$ cat src/sv/rne_pkg.sv
// Shared types, constants and letter tables for the Roman numeral encoder.
package rne_pkg;

    localparam int NUM_W    = 14;
    localparam int CHAR_W   = 7;
    localparam int DIGITS_W = 16;
    localparam int QDEPTH   = 2;

    localparam logic [12:0] RECIP10 = 13'd6554;

    localparam logic [CHAR_W-1:0] CH_NONE = 7'h00;
    localparam logic [CHAR_W-1:0] CH_M    = 7'h4D;
    localparam logic [CHAR_W-1:0] CH_D    = 7'h44;
    localparam logic [CHAR_W-1:0] CH_C    = 7'h43;
    localparam logic [CHAR_W-1:0] CH_L    = 7'h4C;
    localparam logic [CHAR_W-1:0] CH_X    = 7'h58;
    localparam logic [CHAR_W-1:0] CH_V    = 7'h56;
    localparam logic [CHAR_W-1:0] CH_I    = 7'h49;

    localparam logic [1:0] SH_ONE  = 2'd0;
    localparam logic [1:0] SH_FIVE = 2'd1;
    localparam logic [1:0] SH_TEN  = 2'd2;

    localparam logic [1:0] PL_UNITS     = 2'd0;
    localparam logic [1:0] PL_TENS      = 2'd1;
    localparam logic [1:0] PL_HUNDREDS  = 2'd2;
    localparam logic [1:0] PL_THOUSANDS = 2'd3;

    typedef logic [DIGITS_W-1:0] t_digits;

    typedef struct packed {
        logic    valid;
        t_digits digits;
    } t_push;

    typedef struct packed {
        logic    valid;
        logic    full;
        t_digits digits;
    } t_head;

    typedef enum logic [1:0] {
        F_IDLE,
        F_DIV,
        F_PUSH
    } t_fstate;

    typedef enum logic {
        B_IDLE,
        B_EMIT
    } t_bstate;

    function automatic logic [2:0] place_len(input logic [3:0] digit, input logic [1:0] place);
        logic [2:0] len;
        len = 3'd0;
        if (place == PL_THOUSANDS) begin
            if (digit inside {[4'd1:4'd3]}) begin
                len = digit[2:0];
            end
        end else begin
            case (digit)
                4'd1, 4'd5:               len = 3'd1;
                4'd2, 4'd4, 4'd6, 4'd9:   len = 3'd2;
                4'd3, 4'd7:               len = 3'd3;
                4'd8:                     len = 3'd4;
                default:                  len = 3'd0;
            endcase
        end
        return len;
    endfunction

    function automatic logic [1:0] shape_code(input logic [3:0] digit, input logic [1:0] idx);
        logic [1:0] code;
        code = SH_ONE;
        case (digit)
            4'd4: begin
                code = (idx == 2'd1) ? SH_FIVE : SH_ONE;
            end
            4'd5, 4'd6, 4'd7, 4'd8: begin
                code = (idx == 2'd0) ? SH_FIVE : SH_ONE;
            end
            4'd9: begin
                code = (idx == 2'd1) ? SH_TEN : SH_ONE;
            end
            default: begin
                code = SH_ONE;
            end
        endcase
        return code;
    endfunction

    function automatic logic [CHAR_W-1:0] place_char(input logic [1:0] place,
                                                     input logic [1:0] code);
        logic [CHAR_W-1:0] ch;
        ch = CH_NONE;
        case (place)
            PL_UNITS: begin
                ch = (code == SH_ONE) ? CH_I : (code == SH_FIVE) ? CH_V : CH_X;
            end
            PL_TENS: begin
                ch = (code == SH_ONE) ? CH_X : (code == SH_FIVE) ? CH_L : CH_C;
            end
            PL_HUNDREDS: begin
                ch = (code == SH_ONE) ? CH_C : (code == SH_FIVE) ? CH_D : CH_M;
            end
            PL_THOUSANDS: begin
                ch = CH_M;
            end
            default: begin
                ch = CH_NONE;
            end
        endcase
        return ch;
    endfunction

endpackage

$ cat src/sv/rne_front.sv
// Front end: accepts a number and splits it into four BCD digits, one digit per cycle.
module rne_front (
    input  logic                     i_clk,
    input  logic                     i_rst_n,
    input  logic                     i_valid,
    output logic                     o_stall,
    input  logic [rne_pkg::NUM_W-1:0] i_number,
    output rne_pkg::t_push           o_push,
    input  logic                     i_full
);
    import rne_pkg::*;

    t_fstate          r_state, n_state;
    logic [NUM_W-1:0] r_val, n_val;
    t_digits          r_digits, n_digits;
    logic [1:0]       r_cnt, n_cnt;

    logic [26:0]      prod;
    logic [10:0]      quot;
    logic [NUM_W-1:0] quot10;
    logic [NUM_W-1:0] diff;

    assign prod   = 27'(r_val) * 27'(RECIP10);
    assign quot   = prod[26:16];
    assign quot10 = 14'({quot, 3'b000}) + 14'({quot, 1'b0});
    assign diff   = r_val - quot10;

    always_comb begin
        n_state = r_state;
        case (r_state)
            F_IDLE: begin
                if (i_valid) begin
                    n_state = F_DIV;
                end
            end
            F_DIV: begin
                if (r_cnt == 2'd3) begin
                    n_state = F_PUSH;
                end
            end
            F_PUSH: begin
                if (!i_full) begin
                    n_state = F_IDLE;
                end
            end
            default: begin
                n_state = F_IDLE;
            end
        endcase
    end

    always_comb begin
        n_val         = r_val;
        n_digits      = r_digits;
        n_cnt         = r_cnt;
        o_stall       = (r_state != F_IDLE);
        o_push.valid  = 1'b0;
        o_push.digits = r_digits;
        case (r_state)
            F_IDLE: begin
                if (i_valid) begin
                    n_val = i_number;
                    n_cnt = 2'd0;
                end
            end
            F_DIV: begin
                n_val    = 14'(quot);
                n_digits = {diff[3:0], r_digits[DIGITS_W-1:4]};
                n_cnt    = r_cnt + 2'd1;
            end
            F_PUSH: begin
                o_push.valid = 1'b1;
            end
            default: begin
                n_cnt = 2'd0;
            end
        endcase
    end

    always_ff @(posedge i_clk) begin
        if (!i_rst_n) begin
            r_state <= F_IDLE;
            r_cnt   <= 2'd0;
        end else begin
            r_state <= n_state;
            r_cnt   <= n_cnt;
        end
        r_val    <= n_val;
        r_digits <= n_digits;
    end

endmodule

$ cat src/sv/rne_queue.sv
// Two-entry queue of digit sets between the front end and the letter sequencer.
module rne_queue (
    input  logic           i_clk,
    input  logic           i_rst_n,
    input  rne_pkg::t_push i_push,
    input  logic           i_pop,
    output rne_pkg::t_head o_head
);
    import rne_pkg::*;

    t_digits    r_mem [QDEPTH];
    logic       r_wr, r_rd;
    logic [1:0] r_count;
    logic       do_push, do_pop;

    assign o_head.full   = (r_count == 2'(QDEPTH));
    assign o_head.valid  = (r_count != 2'd0);
    assign o_head.digits = r_mem[r_rd];
    assign do_push       = i_push.valid && !o_head.full;
    assign do_pop        = i_pop && o_head.valid;

    always_ff @(posedge i_clk) begin
        if (!i_rst_n) begin
            r_wr    <= 1'b0;
            r_rd    <= 1'b0;
            r_count <= 2'd0;
        end else begin
            if (do_push) begin
                r_wr <= ~r_wr;
            end
            if (do_pop) begin
                r_rd <= ~r_rd;
            end
            r_count <= r_count + 2'(do_push) - 2'(do_pop);
        end
        if (do_push) begin
            r_mem[r_wr] <= i_push.digits;
        end
    end

    a_count_bound: assert property (@(posedge i_clk) disable iff (!i_rst_n)
        r_count <= 2'(QDEPTH))
        else $error("queue count beyond depth");

    a_count_step: assert property (@(posedge i_clk) disable iff (!i_rst_n)
        (do_push && !do_pop) |=> (r_count == $past(r_count) + 2'd1))
        else $error("queue count did not follow a push");

endmodule

$ cat src/sv/rne_back.sv
// Back end: walks the digits and emits one numeral letter per beat.
module rne_back (
    input  logic                       i_clk,
    input  logic                       i_rst_n,
    input  rne_pkg::t_head             i_head,
    output logic                       o_pop,
    output logic                       o_valid,
    input  logic                       i_stall,
    output logic [rne_pkg::CHAR_W-1:0] o_character,
    output logic                       o_last,
    output logic                       o_empty_res
);
    import rne_pkg::*;

    t_bstate           r_state, n_state;
    t_digits           r_digits, n_digits;
    logic [1:0]        r_place, n_place;
    logic [1:0]        r_idx, n_idx;
    logic              r_valid, n_valid;
    logic [CHAR_W-1:0] r_char, n_char;
    logic              r_last, n_last;
    logic              r_empty, n_empty;

    logic              out_free;
    logic [3:0]        cur_digit;
    logic [2:0]        cur_len;
    logic              has_letter;
    logic              lower_busy;
    logic              is_last;
    logic              head_empty;

    assign out_free   = !r_valid || !i_stall;
    assign cur_digit  = r_digits[{r_place, 2'b00} +: 4];
    assign cur_len    = place_len(cur_digit, r_place);
    assign has_letter = ({1'b0, r_idx} < cur_len);
    assign is_last    = has_letter && (({1'b0, r_idx} + 3'd1) == cur_len) && !lower_busy;

    always_comb begin
        lower_busy = 1'b0;
        head_empty = 1'b1;
        for (int p = 0; p < 4; p++) begin
            if ((2'(p) < r_place) && (place_len(r_digits[4*p +: 4], 2'(p)) != 3'd0)) begin
                lower_busy = 1'b1;
            end
            if (place_len(i_head.digits[4*p +: 4], 2'(p)) != 3'd0) begin
                head_empty = 1'b0;
            end
        end
    end

    always_comb begin
        n_state = r_state;
        case (r_state)
            B_IDLE: begin
                if (i_head.valid && out_free && !head_empty) begin
                    n_state = B_EMIT;
                end
            end
            B_EMIT: begin
                if (out_free && is_last) begin
                    n_state = B_IDLE;
                end
            end
            default: begin
                n_state = B_IDLE;
            end
        endcase
    end

    always_comb begin
        n_digits = r_digits;
        n_place  = r_place;
        n_idx    = r_idx;
        n_valid  = r_valid && i_stall;
        n_char   = r_char;
        n_last   = r_last;
        n_empty  = r_empty;
        o_pop    = 1'b0;
        case (r_state)
            B_IDLE: begin
                if (i_head.valid && out_free) begin
                    o_pop    = 1'b1;
                    n_digits = i_head.digits;
                    n_place  = PL_THOUSANDS;
                    n_idx    = 2'd0;
                    if (head_empty) begin
                        n_valid = 1'b1;
                        n_char  = CH_NONE;
                        n_last  = 1'b1;
                        n_empty = 1'b1;
                    end
                end
            end
            B_EMIT: begin
                if (out_free) begin
                    if (has_letter) begin
                        n_valid = 1'b1;
                        n_char  = place_char(r_place, shape_code(cur_digit, r_idx));
                        n_last  = is_last;
                        n_empty = 1'b0;
                        if (({1'b0, r_idx} + 3'd1) == cur_len) begin
                            n_place = r_place - 2'd1;
                            n_idx   = 2'd0;
                        end else begin
                            n_idx = r_idx + 2'd1;
                        end
                    end else begin
                        n_place = r_place - 2'd1;
                        n_idx   = 2'd0;
                    end
                end
            end
            default: begin
                n_valid = 1'b0;
            end
        endcase
    end

    always_ff @(posedge i_clk) begin
        if (!i_rst_n) begin
            r_state <= B_IDLE;
            r_valid <= 1'b0;
        end else begin
            r_state <= n_state;
            r_valid <= n_valid;
        end
        r_digits <= n_digits;
        r_place  <= n_place;
        r_idx    <= n_idx;
        r_char   <= n_char;
        r_last   <= n_last;
        r_empty  <= n_empty;
    end

    assign o_valid     = r_valid;
    assign o_character = r_char;
    assign o_last      = r_last;
    assign o_empty_res = r_empty;

    a_empty_is_last: assert property (@(posedge i_clk) disable iff (!i_rst_n)
        (r_valid && r_empty) |-> (r_last && r_char == CH_NONE))
        else $error("empty beat must be a single last beat with no letter");

    a_letter_legal: assert property (@(posedge i_clk) disable iff (!i_rst_n)
        (r_valid && !r_empty) |-> (r_char == CH_M || r_char == CH_D || r_char == CH_C ||
                                   r_char == CH_L || r_char == CH_X || r_char == CH_V ||
                                   r_char == CH_I))
        else $error("letter beat carries an unknown character");

    a_pop_when_idle: assert property (@(posedge i_clk) disable iff (!i_rst_n)
        o_pop |-> (r_state == B_IDLE && i_head.valid))
        else $error("queue popped outside of idle or while empty");

endmodule

$ cat src/sv/roman_numeral_encoder.sv
// Top level of the Roman numeral encoder: digit splitter, queue and letter sequencer.
// Input channel: i_valid, o_stall and i_number carry one number (0 to 9999) per beat.
// Output channel: o_valid, i_stall and o_character, o_last, o_empty_res carry one letter
// per beat, thousands first; o_last marks the final letter of a number.
// A number that yields no letters (0, or a thousands digit above three with nothing
// else) gives a single beat with o_empty_res and o_last set and o_character zero.
// The front end accepts a number when idle, peels off the four decimal digits with a
// reciprocal multiply, then pushes them into a two-entry queue once it has room.
// The back end loads a number from the queue, then emits one letter per cycle while
// the receiver does not stall, stepping over each digit place without letters ahead
// of the final letter; the slower end sets the sustained rate.
// While the receiver stalls, the output beat holds and the sequencer waits; the queue
// keeps accepting until it holds two numbers, the front end then holds one more, and
// the input stays stalled until the queue has room again.
// Reset is synchronous and clears the front end, the queue and the output valid.
module roman_numeral_encoder (
    input  logic                       i_clk,
    input  logic                       i_rst_n,
    input  logic                       i_valid,
    output logic                       o_stall,
    input  logic [rne_pkg::NUM_W-1:0]  i_number,
    output logic                       o_valid,
    input  logic                       i_stall,
    output logic [rne_pkg::CHAR_W-1:0] o_character,
    output logic                       o_last,
    output logic                       o_empty_res
);
    import rne_pkg::*;

    t_push push;
    t_head head;
    logic  pop;

    rne_front u_front (
        .i_clk    (i_clk),
        .i_rst_n  (i_rst_n),
        .i_valid  (i_valid),
        .o_stall  (o_stall),
        .i_number (i_number),
        .o_push   (push),
        .i_full   (head.full)
    );

    rne_queue u_queue (
        .i_clk   (i_clk),
        .i_rst_n (i_rst_n),
        .i_push  (push),
        .i_pop   (pop),
        .o_head  (head)
    );

    rne_back u_back (
        .i_clk       (i_clk),
        .i_rst_n     (i_rst_n),
        .i_head      (head),
        .o_pop       (pop),
        .o_valid     (o_valid),
        .i_stall     (i_stall),
        .o_character (o_character),
        .o_last      (o_last),
        .o_empty_res (o_empty_res)
    );

endmodule
$ cat config.mk
export PLATFORM = sky130hd
export DESIGN_NAME = roman_numeral_encoder
export DESIGN_NICKNAME = d
export VERILOG_FILES = /design/src/sv/rne_pkg.sv /design/src/sv/rne_front.sv /design/src/sv/rne_queue.sv /design/src/sv/rne_back.sv /design/src/sv/roman_numeral_encoder.sv
export SDC_FILE = /design/constraint.sdc
export NUM_CORES = 1
export LEC_CHECK = 0
export BUFFER_PORTS_ARGS = -buffer_cell sky130_fd_sc_hd__buf_4
export CAP_MARGIN = 20
export CORE_MARGIN = 2
export CORE_UTILIZATION = 50
export CTS_CLUSTER_DIAMETER = 60
export DETAILED_ROUTE_END_ITERATION = 7
export PLACE_DENSITY = 0.67
export RECOVER_POWER = 50
export SLEW_MARGIN = 25
export SYNTH_ARGS = -nofsm -noshare
export SYNTH_HDL_FRONTEND = slang
export SYNTH_SLANG_ARGS = --single-unit
$ cat constraint.sdc
create_clock -name i_clk -period 5.4 [get_ports i_clk]
set_input_delay 0.27 -clock i_clk [delete_from_list [all_inputs] [get_ports i_clk]]
set_output_delay 0.27 -clock i_clk [all_outputs]
set_load 0.02 [all_outputs]
Word-level counts from Yosys, hierarchy flattened

Memory sizes are Yosys's and may differ from the RTL's. A register that Yosys moved wholly into a read port is not among the register bits.
Cells that the tools add are included.

Register bits after elaboration: 69
Memory bits (writable): 32
Bits in read-only memories: 336
Input bits: 18
Memories kept: 8

Add/subtract/negate cells: 8
Multiply operators: 1
Magnitude comparators: 11
Equality and inequality tests: 24
Shift operators: 1
Multiplexer cells: 75
Bitwise gates (word level): 4
Reductions and logical operators: 44

Memory list:

| name            | depth | width | read ports | clocked after Yosys merged registers in | write ports | RTL line      | RTL |
|---|---|---|---|---|---|---|---|
| (no name shown) | 16    | 3     | 1          | 1                                       | 0           | rne_pkg.sv:61 | `case (digit)` |
| (no name shown) | 16    | 3     | 1          | 0                                       | 0           | rne_pkg.sv:61 |  |
| (no name shown) | 16    | 3     | 1          | 1                                       | 0           | rne_pkg.sv:61 |  |
| (no name shown) | 16    | 3     | 1          | 0                                       | 0           | rne_pkg.sv:61 |  |
| (no name shown) | 16    | 3     | 1          | 1                                       | 0           | rne_pkg.sv:61 |  |
| (no name shown) | 16    | 3     | 1          | 0                                       | 0           | rne_pkg.sv:61 |  |
| 2 more memories | -     | -     | -          | -                                       | -           | -             |  |

Operators by type and width:

| operator                                                                            | count |
|---|---|
| 7-bit two-way mux                                                                   | 7 |
| 2-bit two-way mux                                                                   | 16 |
| 1-bit two-way mux                                                                   | 29 |
| 14-bit one-hot mux with 2 select lines                                              | 1 |
| 7-bit one-hot mux with 4 select lines                                               | 1 |
| 14-bit by 12-bit multiplier with 26-bit output, second input constant               | 1 |
| 4-bit two-way mux                                                                   | 6 |
| 3-bit nonzero test                                                                  | 8 |
| 2-bit one-hot mux with 3 select lines                                               | 3 |
| 4-bit by 3-bit == test with 1-bit output, second input constant                     | 4 |
| 16-bit by 5-bit indexed part select with 4-bit output                               | 1 |
| 1-bit logical AND                                                                   | 15 |
| 14-bit two-way mux                                                                  | 1 |
| 7-bit one-hot mux with 2 select lines                                               | 1 |
| 4-bit by 1-bit greater-or-equal comparator with 1-bit output, second input constant | 3 |
| 4-bit by 2-bit less-or-equal comparator with 1-bit output, second input constant    | 3 |
| 3-bit two-way mux                                                                   | 4 |
| 2-bit == test, second input constant                                                | 5 |
| 2-bit by 1-bit == test with 1-bit output, second input constant                     | 4 |
| 4-bit == test, second input constant                                                | 2 |
| 2-bit zero test                                                                     | 4 |
| 2-bit != test, second input constant                                                | 4 |
| 1-bit one-hot mux with 2 select lines                                               | 4 |
| 2-bit one-hot mux with 2 select lines                                               | 2 |
| other kinds (21)                                                                    | 39 |

Longest topological paths before layout

Word-level depth: 16
Mapped depth: 22
Mapped depth without buffers: 22

Cells and area by module

Synthesis repeated with hierarchy kept, for this count alone.

Cells, all modules: 697
Area, all modules: 8146.6 µm²

Modules (own cells, without submodules):

| module    | instances | cells an instance | area each (µm²) |
|---|---|---|---|
| rne_front | 1         | 445               | 4583.1 |
| rne_back  | 1         | 175               | 2117.0 |
| rne_queue | 1         | 77                | 1446.4 |

Least setup slack after synthesis

OpenSTA, ideal clock, no wires.

Kind: reg-to-reg
Start point: register u_front.r_val[1]
End point: register u_front.r_digits[15] (data pin)
Setup time: 0.259 ns
Arrival time: 4.993 ns
Required time: 5.141 ns
Slack: 0.148 ns
Cell stages (with the launch flop): 19
Buffers on the path: 0
Clock period less this slack: 5.252 ns
Cell sequence: edfxtp_1 -> ha_1 -> xor2_1 -> ha_1 -> fa_1 -> fa_1 -> inv_1 -> fa_1 -> inv_1 -> ha_1 -> a211o_1 -> a2111oi_2 -> o21ai_0 -> a21oi_1 -> xnor2_1 -> ha_1 -> xnor2_1 -> xnor2_1 -> xnor2_1

Cells in the longest elaborated chain, start to end: 3

RTL lines:

| item                                           | RTL line        | RTL |
|---|---|---|
| from (decl)                                    | rne_front.sv:14 | `logic [NUM_W-1:0] r_val, n_val;` |
| from (signal assigned)                         | rne_front.sv:88 | `r_val <= n_val;` |
| 14-bit by 12-bit multiplier with 26-bit output | rne_front.sv:23 | `assign prod = 27'(r_val) * 27'(RECIP10);` |
| 4-bit adder                                    | rne_front.sv:25 | `assign quot10 = 14'({quot, 3'b000}) + 14'({quot, 1'b0});` |
| 4-bit subtractor *                             | rne_front.sv:26 | `assign diff = r_val - quot10;` |
| net u_front.diff[3]                            | rne_front.sv:21 | `logic [NUM_W-1:0] diff;` |
| to (signal assigned)                           | rne_front.sv:89 | `r_digits <= n_digits;` |
| to (decl)                                      | rne_front.sv:15 | `t_digits r_digits, n_digits;` |

The timed path passes the listed nets; every way through them passes the cells marked *.
A chain may end at the register's enable or synchronous reset.

Final worst setup path

Ends and elaborated chain as after synthesis.

==> reports/results.ini <==
[global_routing]
grt_pass1_wl_um = 25100
gr-total-overflow = 0
grt_antenna_before_repair = 0
use_met1_pct = 23.2
grt_max_degree = 25
track_usage_pct = 19.4
use_met3_pct = 3.92
grt_pass1_vias = 5192
grt.busiest_layer = met2
grtUsageMet2_pct = 35.8

[detailed_routing]
drt_iter0_drc = 231
num_vias = 4864
wl_per_cell_um = 15.8
drc = 0
via_per_inst = 5.21
ant_nets = 0
first_pass_iters = 4
wl_um = 14700

[yosys]
synthCells = 679
synth_area_um2 = 7830
ys_ff_latch = 110
syn_area_per_cell_um2 = 11.5
synth_area_leaders = edfxtp_1, ha_1, fa_1, inv_1, dfxtp_1
synth-async-reset-ratio_pct = 0
yosys_most_used_dff = edfxtp_1
yosysTopAreaCellShare_pct = 34.5
yosysSeqAreaShare_pct = 39.6
synth-edff-count = 90
ys_warn_count = 0
synth_cell_types = 62
synth_nets = 858
yosysTopAreaCell = edfxtp_1

[worst_setup_path]
crit_type = reg2reg
cp_data_arrival_time_ps = 5320
cp-end-kind = flop
worstSetupStartpointType = flop
crit_fanout = 5
crit_required_ps = 5510

[timing]
fin_worst_hold_slack_ps = 182
setup_violations = 0
final.setup_skew_ps = 9.05
slew-limit-headroom_pct = 23.9
final.period_utilization_pct = 96.4
fmax_mhz = 192
hold_viol = 0
period_needed_ps = 5200
worst_pin_slew_ps = 1140
final_max_slew_viol_count = 0

[floorplanning]
design.core.area_um2 = 15300
die_w_um = 129
rows = 45
fp.dieH_um = 129
io_pins = 29
die_area_um2 = 16700
initial_core_util_pct = 51.3

[clock_tree]
h-tree-depth = 3
numClockSinks = 110
numCtsBuffers = 9
clockBufferDepth = 2
cts_tree = built
root_buffer = clkbuf_16
clk_latency_ps = 360
holdBufCountCts = 0
clkTransAtPathRegs_ps = 80

[placement]
place.gp.congestion = 0.929
placed_cells = 915
post-dp-hpwl_um = 11800
port_buffers = 27
dpl-instance-area_um2 = 8340

[final_layout]
fill_cells = 1258
stdcell_area_um2 = 8670
regArea_um2 = 3100
synthToLayoutAreaGrowth_pct = 10.7
diodes = 0
layout-drive-gt1-share_pct = 11.2
fin_cells = 933
fin_nets = 896
multi_input_area_um2 = 4270

[run_status]
status = completed

[min_path]
hp-class = in2reg

[flow_run]
cap_viol_max_count = 0

worst max-delay path, stage by stage, from the launching register on:
cell and delay (ps):
edfxtp_1 480, buf_4 210, ha_1 300, inv_1 70
ha_1 270, inv_1 50, fa_1 520, inv_1 50
fa_1 530, inv_1 60, fa_1 540, inv_1 40
ha_1 220, a211o_1 300, a2111oi_4 240, o21ai_2 140
a21oi_2 190, xnor2_2 150, ha_2 310, a21oi_1 180
xnor2_1 110
cell usage after synthesis, types with 2 or more instances:
master	instances
nor2b_1	9
inv_1	121
fa_1	46
mux4_2	3
clkbuf_1	7
or4_1	2
nor2_1	37
nand2_1	27
o211ai_1	3
edfxtp_1	90
dfxtp_1	20
o21ai_0	21
xor2_1	8
ha_1	115
nand2b_1	3
a211o_1	4
nand4b_1	2
buf_2	6
or2_2	2
a21boi_0	3
a21oi_1	31
nor4_1	5
mux2_2	20
nor3_1	12
buf_6	2
xnor2_1	17
mux2i_1	9
o31ai_1	2
a211oi_1	5
o21a_1	5
a21o_1	3
and2_1	9
through the flow:
stage	setup TNS [ps]	utilization [%]	worst slack, ps
after global routing	-26.3	56.8	-26.3
after detailed placement	-42.4	54.6	-27.2
after global placement	0	54.6	117
final	0	56.8	196
after floorplan	0	-	148
after CTS	0	56.6	22.3
sequential cells by signal, summed over array words and instances (netlist names), named ones only:
name / flops
u_front.r_state: 2
u_queue.r_wr: 1
u_queue.r_mem: 32
u_back.o_valid: 1
u_queue.r_count: 2
u_back.r_state: 1
u_back.r_place: 2
u_front.r_digits: 16
u_back.o_character: 6
u_queue.r_rd: 1
u_back.o_last: 1
u_front.r_cnt: 2
u_front.r_val: 14
u_back.o_empty_res: 1
u_back.r_digits: 16
u_back.r_idx: 2
metal layers:
| metal | routed length (um) | up-vias |
|---|---|---|
| met4 | 221 | 0 |
| met1 | 6310 | 2381 |
| met3 | 414 | 20 |
| met5 | 0 | - |
| met2 | 7760 | 59 |
| li1 | - | 2404 |
area by class of cell:
type / instances / area share (%)
clock inverters: 7 / 0.895
inverters: 121 / 5.24
clock buffers: 9 / 2.60
well taps: 211 / 3.04
multi-input cells: 432 / 49.3
flip-flops and latches: 110 / 35.8
repair buffers: 43 / 3.16
final timing paths:
path | end | depth (start not counted) | slack, ps | start
worst max register to register | u_front.r_digits[15]$_DFFE_PP_ | 20 | 200 | u_front.r_val[1]$_DFFE_PP_
worst min register to register | u_queue.r_mem[1][1]$_DFFE_PP_ | 0 | 450 | u_front.r_digits[1]$_DFFE_PP_
worst min-delay path | u_front.r_val[1]$_DFFE_PP_ | 3 | 180 | i_number[1]
worst max-delay path | u_front.r_digits[15]$_DFFE_PP_ | 20 | 200 | u_front.r_val[1]$_DFFE_PP_
cell usage in the layout, fill, tap and decap left out, types with 9 or more instances in the layout:
master     count
fa_1          46
mux2i_1        9
clkbuf_16      9
o21ai_0       20
nor3_1        12
nor2b_1        9
nor2_1        36
nand2_1       27
buf_4         30
a21oi_1       28
xnor2_1       15
dfxtp_1       20
edfxtp_1      90
mux2_2        12
ha_1         113
inv_1        121
clkbuf_1      13
kinds of logic after synthesis:
kind of cell	synth area share, %
DFF	39.6
muxes	5.22
xor gates and xnor gates	2.80
and+or+nand+nor	7.22
AOI/OAI and AO/OA	8.05
buffers and inverters	6.90
adders and majority gates	30.1
other	0.0479
what timing repair did:
action / in CTS / in global routing
buffers inserted: 0 / 2
gates resized for setup: 2 / 11
hold endpoints to repair: 0 / 0
setup endpoints to repair: 2 / 8
pin swaps: 1 / 4
Power is not shown: default switching activity piles up to over one toggle a cycle in this logic, so the estimate is an artifact.
